File: config.mk
export PLATFORM = sky130hd
export DESIGN_NAME = horspool_match_counter
export DESIGN_NICKNAME = d
export VERILOG_FILES = /design/src/design/hmc_pkg.sv /design/src/design/horspool_match_counter.sv /design/src/design/hmc_shift_table.sv /design/src/design/hmc_loader.sv /design/src/design/hmc_matcher.sv
export SDC_FILE = /design/constraint.sdc
export NUM_CORES = 2
export LEC_CHECK = 0
export ABC_AREA = 1
export BUFFER_PORTS_ARGS = -buffer_cell sky130_fd_sc_hd__buf_2
export CAP_MARGIN = 5
export CORE_ASPECT_RATIO = 1.1
export CORE_MARGIN = 10
export CORE_UTILIZATION = 33
export DETAILED_ROUTE_END_ITERATION = 8
export GPL_TIMING_DRIVEN = 0
export HOLD_SLACK_MARGIN = 0.15
export PLACE_DENSITY_LB_ADDON = 0.05
export REMOVE_ABC_BUFFERS = 1
export SLEW_MARGIN = 0
export SYNTH_ARGS = -nofsm -noshare
export SYNTH_HDL_FRONTEND = slang
export SYNTH_SLANG_ARGS = --single-unit
File: constraint.sdc
create_clock -name i_clk -period 11.1 [get_ports i_clk]
set_clock_uncertainty 0.05 [all_clocks]
set_input_delay 0.555 -clock i_clk [delete_from_list [all_inputs] [get_ports i_clk]]
set_output_delay 0.555 -clock i_clk [all_outputs]
set_load 0.05 [all_outputs]
File: src/design/hmc_pkg.sv
// Package for the Horspool match counter: sizes, types and shared helpers.
`timescale 1ns / 1ps

package hmc_pkg;

    // Longest pattern the block holds and the size of the byte alphabet.
    localparam int MAX_PATTERN = 32;
    localparam int ALPHABET    = 256;

    // Widths, some derived from the sizes above.
    localparam int BYTE_W  = 8;
    localparam int CFG_W   = 6;
    localparam int LEN_W   = $clog2(MAX_PATTERN + 1);
    localparam int IDX_W   = $clog2(MAX_PATTERN);
    localparam int SYM_W   = $clog2(ALPHABET);
    localparam int TOTAL_W = 32;

    typedef logic [BYTE_W-1:0] t_byte;
    typedef logic [LEN_W-1:0]  t_len;
    typedef logic [SYM_W-1:0]  t_sym;

    // Item kinds on the input channel.
    typedef enum logic {
        KIND_PATTERN = 1'b0,
        KIND_TEXT    = 1'b1
    } t_kind;

    // Write request from the pattern loader to the shift table.
    typedef struct packed {
        logic fill;
        t_len fill_value;
        logic wr;
        t_sym addr;
        t_len value;
    } t_shift_wr;

    // Status of the match stage, seen by the top level.
    typedef struct packed {
        logic s1_valid;
        logic s1_text;
    } t_match_stat;

    // Effective pattern length: zero counts as one, large values clamp.
    function automatic t_len eff_len(input logic [CFG_W-1:0] cfg);
        logic [CFG_W:0] wide;
        wide = {1'b0, cfg};
        if (wide == '0) begin
            return t_len'(1);
        end
        if (wide > (CFG_W+1)'(MAX_PATTERN)) begin
            return t_len'(MAX_PATTERN);
        end
        return t_len'(wide);
    endfunction

    // Table address of a byte.
    function automatic t_sym sym_of(input t_byte b);
        return b[SYM_W-1:0];
    endfunction

endpackage

File: src/design/horspool_match_counter.sv
// Top level of the Horspool match counter: configuration register and block wiring.
`timescale 1ns / 1ps

// Counts occurrences of a byte pattern (1 to 32 bytes, set in pattern_length)
// in a streamed text. Load the pattern as items of kind 0, then stream text
// items of kind 1; the item marked last returns the saturating count. One item
// is taken every clock cycle while the input does not stall: the input item is
// registered while its shift entry is read from the 256-entry table memory,
// then the match stage does the window compare and count and loads the count
// into the output register. The input stalls only while a finished count waits
// on a stalled output. The shift table has a valid bit per entry, so a new
// pattern load takes effect at once with no clearing pass.

module horspool_match_counter
    import hmc_pkg::*;
(
    input  logic               i_clk,
    input  logic               i_rst_n,
    input  logic               i_cfg_valid,
    output logic               o_cfg_ready,
    input  logic [CFG_W-1:0]   i_cfg_data,
    input  logic               i_in_valid,
    output logic               o_in_stall,
    input  logic               i_kind,
    input  t_byte              i_data_byte,
    input  logic               i_last_item,
    output logic               o_out_valid,
    input  logic               i_out_stall,
    output logic [TOTAL_W-1:0] o_match_count
);

    logic [CFG_W-1:0] r_pattern_length;
    t_len             len;
    logic             accept;
    t_shift_wr        shift_wr;
    logic             text_start;
    t_byte            pattern [MAX_PATTERN];
    t_len             shift;
    t_match_stat      stat;

    // Configuration register, always ready.
    assign o_cfg_ready = 1'b1;

    always_ff @(posedge i_clk) begin
        if (!i_rst_n) begin
            r_pattern_length <= CFG_W'(1);
        end else if (i_cfg_valid && o_cfg_ready) begin
            r_pattern_length <= i_cfg_data;
        end
    end

    assign len    = eff_len(r_pattern_length);
    assign accept = i_in_valid && !o_in_stall;

    hmc_loader u_loader (
        .i_clk        (i_clk),
        .i_rst_n      (i_rst_n),
        .i_accept     (accept),
        .i_kind       (i_kind),
        .i_data_byte  (i_data_byte),
        .i_last_item  (i_last_item),
        .i_len        (len),
        .o_shift_wr   (shift_wr),
        .o_text_start (text_start),
        .o_pattern    (pattern)
    );

    hmc_shift_table u_shift_table (
        .i_clk     (i_clk),
        .i_rst_n   (i_rst_n),
        .i_wr      (shift_wr),
        .i_rd_en   (accept && (i_kind == KIND_TEXT)),
        .i_rd_addr (sym_of(i_data_byte)),
        .o_shift   (shift)
    );

    hmc_matcher u_matcher (
        .i_clk         (i_clk),
        .i_rst_n       (i_rst_n),
        .i_accept      (accept),
        .i_kind        (i_kind),
        .i_data_byte   (i_data_byte),
        .i_last_item   (i_last_item),
        .i_text_start  (text_start),
        .i_len         (len),
        .i_shift       (shift),
        .i_pattern     (pattern),
        .i_out_stall   (i_out_stall),
        .o_in_stall    (o_in_stall),
        .o_out_valid   (o_out_valid),
        .o_match_count (o_match_count),
        .o_stat        (stat)
    );

    // The input only stalls behind a waiting, stalled result.
    a_stall_cause: assert property (@(posedge i_clk) disable iff (!i_rst_n)
        o_in_stall |-> (o_out_valid && i_out_stall))
        else $error("input stalled without a blocked result");

    // A shift used by a text byte is always between one and the pattern maximum.
    a_shift_range: assert property (@(posedge i_clk) disable iff (!i_rst_n)
        (stat.s1_valid && stat.s1_text) |-> ((shift != '0) && (shift <= t_len'(MAX_PATTERN))))
        else $error("shift table returned an out-of-range shift");

    // A new result comes only from a text item held in the match stage.
    a_result_source: assert property (@(posedge i_clk) disable iff (!i_rst_n)
        $rose(o_out_valid) |-> $past(stat.s1_valid && stat.s1_text))
        else $error("result appeared without a text item");

endmodule

File: src/design/hmc_shift_table.sv
// Bad-character shift table: memory with registered read and per-entry valid bits.
`timescale 1ns / 1ps

module hmc_shift_table
    import hmc_pkg::*;
(
    input  logic      i_clk,
    input  logic      i_rst_n,
    input  t_shift_wr i_wr,
    input  logic      i_rd_en,
    input  t_sym      i_rd_addr,
    output t_len      o_shift
);

    t_len               r_mem [ALPHABET];
    logic [ALPHABET-1:0] r_valid;
    logic [ALPHABET-1:0] n_valid;
    t_len               r_fill;
    t_len               r_rd_data;
    logic               r_rd_valid;
    t_len               r_rd_fill;

    // Table storage and registered read port.
    always_ff @(posedge i_clk) begin
        if (i_wr.wr) begin
            r_mem[i_wr.addr] <= i_wr.value;
        end
        if (i_rd_en) begin
            r_rd_data <= r_mem[i_rd_addr];
        end
    end

    // A fill invalidates every entry at once; a write in the same cycle lands after it.
    always_comb begin
        n_valid = r_valid;
        if (i_wr.fill) begin
            n_valid = '0;
        end
        if (i_wr.wr) begin
            n_valid[i_wr.addr] = 1'b1;
        end
    end

    // Valid bits, fill value and the read-side copies of both.
    always_ff @(posedge i_clk) begin
        if (!i_rst_n) begin
            r_valid    <= '0;
            r_fill     <= t_len'(1);
            r_rd_valid <= 1'b0;
            r_rd_fill  <= t_len'(1);
        end else begin
            r_valid <= n_valid;
            if (i_wr.fill) begin
                r_fill <= i_wr.fill_value;
            end
            if (i_rd_en) begin
                r_rd_valid <= r_valid[i_rd_addr];
                r_rd_fill  <= r_fill;
            end
        end
    end

    // An entry not written since the last fill reads as the fill value.
    assign o_shift = r_rd_valid ? r_rd_data : r_rd_fill;

endmodule

File: src/design/hmc_loader.sv
// Pattern loader: tracks text and pattern phases, stores pattern bytes, drives table writes.
`timescale 1ns / 1ps

module hmc_loader
    import hmc_pkg::*;
(
    input  logic      i_clk,
    input  logic      i_rst_n,
    input  logic      i_accept,
    input  logic      i_kind,
    input  t_byte     i_data_byte,
    input  logic      i_last_item,
    input  t_len      i_len,
    output t_shift_wr o_shift_wr,
    output logic      o_text_start,
    output t_byte     o_pattern [MAX_PATTERN]
);

    t_len  r_widx;
    t_len  n_widx;
    logic  r_text_active;
    logic  n_text_active;
    t_byte r_pattern [MAX_PATTERN];
    logic  is_pattern;
    logic  store;

    assign is_pattern = i_accept && (i_kind == KIND_PATTERN);
    assign store      = is_pattern && (r_widx < i_len);

    // Table writes for a pattern byte: fill on the first one, then its own shift.
    always_comb begin
        o_shift_wr.fill       = is_pattern && (r_widx == '0);
        o_shift_wr.fill_value = i_len;
        o_shift_wr.wr         = is_pattern && (r_widx < (i_len - t_len'(1)));
        o_shift_wr.addr       = sym_of(i_data_byte);
        o_shift_wr.value      = i_len - t_len'(1) - r_widx;
    end

    // Phase tracking and write index.
    always_comb begin
        n_widx        = r_widx;
        n_text_active = r_text_active;
        o_text_start  = 1'b0;
        if (is_pattern) begin
            n_text_active = 1'b0;
            if (r_widx < t_len'(MAX_PATTERN)) begin
                n_widx = r_widx + t_len'(1);
            end
        end else if (i_accept) begin
            if (!r_text_active) begin
                o_text_start = 1'b1;
                n_widx       = '0;
            end
            n_text_active = !i_last_item;
        end
    end

    always_ff @(posedge i_clk) begin
        if (!i_rst_n) begin
            r_widx        <= '0;
            r_text_active <= 1'b0;
        end else begin
            r_widx        <= n_widx;
            r_text_active <= n_text_active;
        end
    end

    // Pattern bytes in use.
    always_ff @(posedge i_clk) begin
        if (store) begin
            r_pattern[r_widx[IDX_W-1:0]] <= i_data_byte;
        end
    end

    assign o_pattern = r_pattern;

endmodule

File: src/design/hmc_matcher.sv
// Match stage: text window, alignment countdown, parallel compare, count and output register.
`timescale 1ns / 1ps

module hmc_matcher
    import hmc_pkg::*;
(
    input  logic               i_clk,
    input  logic               i_rst_n,
    input  logic               i_accept,
    input  logic               i_kind,
    input  t_byte              i_data_byte,
    input  logic               i_last_item,
    input  logic               i_text_start,
    input  t_len               i_len,
    input  t_len               i_shift,
    input  t_byte              i_pattern [MAX_PATTERN],
    input  logic               i_out_stall,
    output logic               o_in_stall,
    output logic               o_out_valid,
    output logic [TOTAL_W-1:0] o_match_count,
    output t_match_stat        o_stat
);

    // Stage register for the item whose shift entry is being read.
    logic               r_s1_valid;
    logic               r_s1_text;
    t_byte              r_s1_byte;
    logic               r_s1_last;
    logic               r_s1_start;

    t_byte              r_window [MAX_PATTERN];
    t_byte              n_window [MAX_PATTERN];
    t_len               r_countdown;
    t_len               n_countdown;
    logic [TOTAL_W-1:0] r_total;
    logic [TOTAL_W-1:0] n_total;
    logic               r_out_valid;
    logic [TOTAL_W-1:0] r_out_count;

    logic                   s1_result;
    logic                   s1_go;
    logic                   out_free;
    logic                   s1_work;
    logic [MAX_PATTERN-1:0] lane_ok;
    logic                   window_hit;
    t_len                   cd_now;
    logic [TOTAL_W-1:0]     total_base;

    assign out_free   = !r_out_valid || !i_out_stall;
    assign s1_result  = r_s1_text && r_s1_last;
    assign s1_go      = !s1_result || out_free;
    assign s1_work    = r_s1_valid && s1_go;
    assign o_in_stall = r_s1_valid && !s1_go;

    // Window after this byte enters.
    always_comb begin
        for (int i = 0; i < MAX_PATTERN - 1; i++) begin
            n_window[i] = r_window[i+1];
        end
        n_window[MAX_PATTERN-1] = r_s1_byte;
    end

    // Compare the newest m window bytes with the pattern, one lane per pattern byte.
    always_comb begin
        t_len sel;
        for (int i = 0; i < MAX_PATTERN; i++) begin
            sel = t_len'(MAX_PATTERN) - i_len + t_len'(i);
            lane_ok[i] = (t_len'(i) >= i_len) ||
                         (i_pattern[i] == n_window[sel[IDX_W-1:0]]);
        end
        window_hit = &lane_ok;
    end

    // Countdown and occurrence count for a text byte.
    always_comb begin
        cd_now      = r_s1_start ? (i_len - t_len'(1)) : r_countdown;
        total_base  = r_s1_start ? '0 : r_total;
        n_countdown = cd_now - t_len'(1);
        n_total     = total_base;
        if (cd_now == '0) begin
            if (window_hit && (total_base != '1)) begin
                n_total = total_base + TOTAL_W'(1);
            end
            n_countdown = (i_shift == '0) ? '0 : (i_shift - t_len'(1));
        end
    end

    // Stage register.
    always_ff @(posedge i_clk) begin
        if (!i_rst_n) begin
            r_s1_valid <= 1'b0;
        end else if (i_accept) begin
            r_s1_valid <= 1'b1;
        end else if (s1_go) begin
            r_s1_valid <= 1'b0;
        end
    end

    always_ff @(posedge i_clk) begin
        if (i_accept) begin
            r_s1_text  <= (i_kind == KIND_TEXT);
            r_s1_byte  <= i_data_byte;
            r_s1_last  <= i_last_item;
            r_s1_start <= i_text_start;
        end
    end

    // Search state, advanced by each text byte.
    always_ff @(posedge i_clk) begin
        if (!i_rst_n) begin
            r_countdown <= '0;
            r_total     <= '0;
            for (int i = 0; i < MAX_PATTERN; i++) begin
                r_window[i] <= '0;
            end
        end else if (s1_work && r_s1_text) begin
            r_countdown <= n_countdown;
            r_total     <= n_total;
            r_window    <= n_window;
        end
    end

    // Result register: loaded by the final text byte, emptied when taken.
    always_ff @(posedge i_clk) begin
        if (!i_rst_n) begin
            r_out_valid <= 1'b0;
        end else if (s1_work && s1_result) begin
            r_out_valid <= 1'b1;
        end else if (!i_out_stall) begin
            r_out_valid <= 1'b0;
        end
    end

    always_ff @(posedge i_clk) begin
        if (s1_work && s1_result) begin
            r_out_count <= n_total;
        end
    end

    assign o_out_valid    = r_out_valid;
    assign o_match_count  = r_out_count;
    assign o_stat.s1_valid = r_s1_valid;
    assign o_stat.s1_text  = r_s1_text;

endmodule

After elaboration in Yosys (flattened, before gate mapping). Memory sizes are Yosys's and may differ from the RTL's. A register that Yosys moved wholly into a read port is not among the register bits. Index checks and enable logic that the tools add are counted.

RAM bits: 1536. Register bits: 869. Output and inout bits: 35. Input bits: 21. Logic and storage cells: 455. Memories: 1.

Memories: u_shift_table.r_mem (depth 256, bits a word 6, read ports 1, clocked after memory_dff 1, write ports 1, line hmc_shift_table.sv:15) `t_len r_mem [ALPHABET];`.

Bitwise gates (word level): 36. Reductions and logical operators: 63. Equal/unequal tests: 36. Add/sub/neg operators: 38. Multiplexer cells: 130. Magnitude comparators: 72.

Operators with widths (number): $bmux W8 S5 (32); $mux W8 (65); $mux W256 (2); $bwmux W256 (1); $eq A8 B8 Y1 (32); $or A256 B256 Y256 (1); $ge A6 B6 Y1 const B (33); $not A5 Y6 (33); $ge A5 B6 Y1 const A (16); $mux W32 (3); $add A5 B5 Y5 const B (16); $mux W6 (12); $ge A4 B6 Y1 const A (8); $add A5 B4 Y5 const B (8); $demux W8 S5 (1); $logic_or A1 B1 Y1 (34); $add A32 B1 Y32 const B (1); $ne A32 B32 Y1 const B (1); $reduce_and A32 Y1 (1); $ge A3 B6 Y1 const A (4); $logic_not A6 Y1 (4); $add A5 B3 Y5 const B (4); $sub A6 B1 Y6 const B (3); $logic_and A1 B1 Y1 (14); 23 further kinds (46).

Logic depth before layout (Yosys ltp).
Word-level depth: 17. Mapped depth: 40. Mapped depth without buffers: 35.

By module. From an unflattened synthesis, not the netlist that was laid out.

Cell total of the unflattened synthesis: 14050. Area total of the unflattened synthesis: 117622.8 um^2.

Modules (own cells, without submodules): hmc_shift_table (cells an instance 6515, times used 1, area an instance 72592.1 um^2, seq. area each 51689.6 um^2); hmc_matcher (cells an instance 7016, times used 1, area an instance 35749.3 um^2, seq. area each 7056.8 um^2); hmc_loader (cells an instance 473, times used 1, area an instance 8994.9 um^2, seq. area each 7827.5 um^2); horspool_match_counter (cells an instance 46, times used 1, area an instance 286.5 um^2, seq. area each 120.1 um^2).

Least setup slack after synthesis. No wires, ideal clock.

Kind: reg-to-reg. Start: reg r_pattern_length[5]. End: mem u_shift_table.r_mem[0][5] (netlist bit) (data pin). Setup slack: -0.330 ns. Library setup time: 1.524 ns. Required time: 9.526 ns. Period minus slack after synthesis: 11.430 ns. Cell stages (with the launch flop): 19. Arrival time: 9.856 ns. Buffers on the path: 6. Path through: dfxtp_1 buf_4 inv_4 nand2_1 clkbuf_1 buf_1 ha_1 clkbuf_1 nand2_2 nand2_2 buf_2 buf_2 ha_1 a21oi_1 nand2_1 a21oi_1 nor2_1 nor2_1 xor2_1.

RTL lines: start, declared (line horspool_match_counter.sv:32) `logic [CFG_W-1:0] r_pattern_length;`; start signal, assigned (line horspool_match_counter.sv:48) `r_pattern_length <= i_cfg_data;`; end, declared (line hmc_shift_table.sv:15).

Worst setup path after layout.
Start: reg r_pattern_length[5]. End: reg u_matcher.r_out_count[30] (netlist: u_matcher.o_match_count[30]) (data pin).

Cells in the longest elaborated chain, start to end: 17. Elaborated cells between the ends (all ways): 271. Those cells by class: add/sub (33); order compare (33); eq/ne (32); mux (105); bitwise (32); reduce/logical (36).

RTL lines: $gt A6 B6 Y1 (line hmc_pkg.sv:50) `if (wide > (CFG_W+1)'(MAX_PATTERN)) begin`; $mux W1 (2 in a row) (line hmc_pkg.sv:50); $mux W6 (line hmc_pkg.sv:53) `return t_len'(wide);`; $mux W6 (*) (line hmc_pkg.sv:50); $sub A1 B5 Y5 (line hmc_matcher.sv:67) `sel = t_len'(MAX_PATTERN) - i_len + t_len'(i);`; $add A5 B1 Y5 (tied with other cells) (line hmc_matcher.sv:67); $not A5 Y6 (not written as such) (line hmc_matcher.sv:69) `(i_pattern[i] == n_window[sel[IDX_W-1:0]]);`; $bmux W8 S5 (line hmc_matcher.sv:69); $mux W8 (not written as such) (2 in a row) (line hmc_matcher.sv:69); $eq A8 B8 Y1 (line hmc_matcher.sv:69); $logic_or A1 B1 Y1 (line hmc_matcher.sv:68) `lane_ok[i] = (t_len'(i) >= i_len) ||`; $reduce_and A32 Y1 (line hmc_matcher.sv:71) `window_hit = &lane_ok;`; $logic_and A1 B1 Y1 (line hmc_matcher.sv:81) `if (window_hit && (total_base != '1)) begin`; $mux W32 (line hmc_matcher.sv:81); $mux W32 (*) (line hmc_matcher.sv:80) `if (cd_now == '0) begin`; net u_matcher.n_total[30] (line hmc_matcher.sv:36) `logic [TOTAL_W-1:0] n_total;`; end signal, assigned (line hmc_matcher.sv:136) `r_out_count <= n_total;`; end, declared (line hmc_matcher.sv:38) `logic [TOTAL_W-1:0] r_out_count;`.

The timed path passes the listed nets; every way through them passes the cells marked *. The select of a mux whose other input is x is not followed. A chain may end at the register's enable or synchronous reset.

==> impl_metrics.toml <==
[synthesis]
synth-edff-count = 1841
yosys-top-cells-count = "nand2_1, nand3_1, edfxtp_1"
synth-seq-area-share_pct = 59.8
synth-seq-cells = 2411
yosys.area.top_type = "edfxtp_1"
netlist_top_cells_area = "edfxtp_1, dfxtp_1, nand3_1"
yosysTopAreaCellShare_pct = 49.6
syn_area_per_cell_um2 = 9.53
yosysMostFrequentCell = "nand2_1"
syn_inst = 11703
ys_warn_count = 0
synth-main-ff-cell = "edfxtp_1"
synthArstFlopShare_pct = 0
ys_types = 61
netlist_area_um2 = 112000

[power]
total_leakage_power_nw = 46.4
power_frac_seq_pct = 41.0
p_int_mw = 17.3
comb_power_share_pct = 22.7
p_switching_mw = 8.29
irDropWorstVdd_mv = 0.124
clkPwrFrac_pct = 36.2
pwr_density_cell_nw_per_um2 = 200
swShare_pct = 32.4

[placement]
io_buffers = 54
gp_congestion = 0.908
dp.cells = 15704
place_area_um2 = 119000
post-dp-hpwl_mm = 307

[finish]
final_nets = 11583
fin_area_um2 = 128000
layoutNonFillerInstCount = 16262
area_growth_pct = 15.1
drive_gt1_share_pct = 6.71
nFillCells = 33241
fin_util_pct = 38.2

[sta]
setup_tns_ns = 0
max_freq_mhz = 93.3
setup_violations = 0
hold_viol_final = 0
hold_ws_ns = 0.405
fin_crit_sh_pct = 96.6
maxSlewViolCount = 4
slew_headroom_pct = -3.24
rsz0062_at_grt = "yes"
tightest_slew_ns = 1.53
layout_min_cycle_time_ns = 10.72

[outcome]
violations = "max-capacitance violations, max-slew violations"
status = "finished, violations left"

[critical_path]
path_buf_inv = 8
critPathSlowestCell = "xnor2_4"
crit_start = "r_pattern_length[5]"
rr_startpoint = "r_pattern_length[5]"
cp_top_family = "simple AND/OR/NAND/NOR gates"
crit_top_cell = "nand2_1"
critPathMaxFanout = 119
start_kind = "register"
critical_path_arrival_ns = 11.28
crit_required_ns = 11.66
path_class = "register to register"
endpoint_kind = "register"
critPathMaxStageDelay_ns = 0.82

[global_route]
antenna_found_initial = 8
grt_max_degree = 154
grt_pass1_wl_mm = 636
grt_usage_pct = 23.7
grt_pass1_vias = 85991
globalRouteOverflowTotal = 0

[cts]
clk_pin_slew_ns = 0.06
cts-htree-levels = 5
cts_setup_buffers = 0
clk_latency_ns = 0.90
clockRootBuffer = "clkbuf_16"
cts.sinks = 2411
cts.path.max_buffers = 4
numCtsBuffers = 288
cts_tree = "built"

[floorplan]
fp.dieH_um = 630
io_pins = 56
core_area_um2 = 336000
fp.dieW_um = 574
rows = 223
die_area_um2 = 362000
start_util_pct = 33.2

[routing]
antenna_left = 0
drt_iter0_drc = 8545
dr_total_vias = 90171
drc = 0
wl_per_cell_um = 27.7
vias_per_cell = 5.54
dr.pass1.iters = 9
drt-total-wl_mm = 451

[run]
maxCapViolations = 1

[worst_hold_path]
min_from = "u_shift_table.r_rd_fill[2]"
hold_class = "register to register"
## metal layers
| metal | vias up | share of wire [%] | global-route usage (%) |
|---|---|---|---|
| li1 | 41648 | - | - |
| met1 | 44671 | 40 | 29.7 |
| met2 | 3049 | 48 | 40.1 |
| met3 | 801 | 5.0 | 2.75 |
| met4 | 2 | 6.7 | 13.1 |
| met5 | - | 0.0029 | 0 |
## power by group through the flow
stage | Sequential [mW] | Combinational [mW] | Clock (mW)
floorplan | 11.0 | 3.02 | 0
global placement | 11.2 | 5.28 | 0
detailed placement | 10.7 | 5.78 | 0
CTS | 10.5 | 5.80 | 9.49
global route | 10.5 | 6.27 | 9.85
finish | 10.5 | 5.82 | 9.29
## flip-flops by register name, indices dropped and copies added (netlist names), 6 cells and up
register and cells:
r_pattern_length 6, u_loader.o_pattern 256, u_loader.r_widx 6, u_matcher.n_window 248, u_matcher.o_match_count 32, u_matcher.r_countdown 6, u_matcher.r_s1_byte 8, u_matcher.r_total 32
u_shift_table.r_fill 6, u_shift_table.r_mem 1536, u_shift_table.r_rd_data 6, u_shift_table.r_rd_fill 6, u_shift_table.r_valid 256
## cells in the final DEF (no fill, tap or decap), types with 58 or more instances in the layout
master	synthesis	final
nor4_1	73	67
clkinv_1	24	58
nand2_1	2259	2249
nor2_1	799	770
clkbuf_1	491	90
nand3b_1	113	113
dfxtp_1	570	570
buf_16	0	73
o21ai_0	373	364
nand4_1	69	69
inv_1	635	628
edfxtp_1	1841	1841
a21oi_1	950	950
clkbuf_16	0	296
buf_12	0	72
a22oi_1	897	897
nand3_1	2067	2053
## cell families after synthesis
family | count (synthesis) | share of synthesized area (%)
flops | 2411 | 59.8
simple gates | 5461 | 21.7
other cells | 1 | 0.00336
mux | 6 | 0.0538
fa+ha+maj | 42 | 0.478
compound gates | 2344 | 12.8
buf+inv | 1418 | 5.00
xor+xnor | 20 | 0.201
## worst min-delay path, cell delays in order, from the launching register on
cell and delay (ns):
dfxtp_1 0.29, inv_1 0.06, a21oi_1 0.06
## worst paths after layout
check,slack (ns),cells past startpoint,endpoint
setup reg to reg,0.38,32,u_matcher.o_match_count[30]
hold / removal,0.40,2,u_shift_table.r_rd_fill[2]
hold reg to reg,0.40,2,u_shift_table.r_rd_fill[2]
setup / recovery,0.38,32,u_matcher.o_match_count[30]
## stage by stage
| stage | power [mW] | setup slack [ns] |
|---|---|---|
| global route | 26.6 | -0.000173 |
| global placement | 16.5 | -37.20 |
| CTS | 25.8 | 0.304 |
| floorplan | 14.0 | -9.06 |
| detailed placement | 16.5 | -0.0720 |
| finish | 25.6 | 0.379 |
## layout make-up
class / instances / area (um2) / area share, %
clock buffers: 408 / 8050 / 6.27
inverters: 671 / 2580 / 2.01
multi-input cells: 7874 / 39800 / 31.0
diodes: 4 / 10.0 / 0.00779
repair buffers: 274 / 4620 / 3.60
well taps: 4500 / 5630 / 4.38
clock inverters: 120 / 1020 / 0.797
flip-flops and latches: 2411 / 66700 / 51.9
## timing repair
| action | in CTS | in global routing |
|---|---|---|
| resized for setup | 2 | 1 |
| hold buffers | 21 | 0 |
| setup endpoints to repair | 19 | 44 |
| endpoints found under the hold margin | 35 | 0 |
| pin swaps | 0 | 0 |
(Power assumes the default switching activity.)
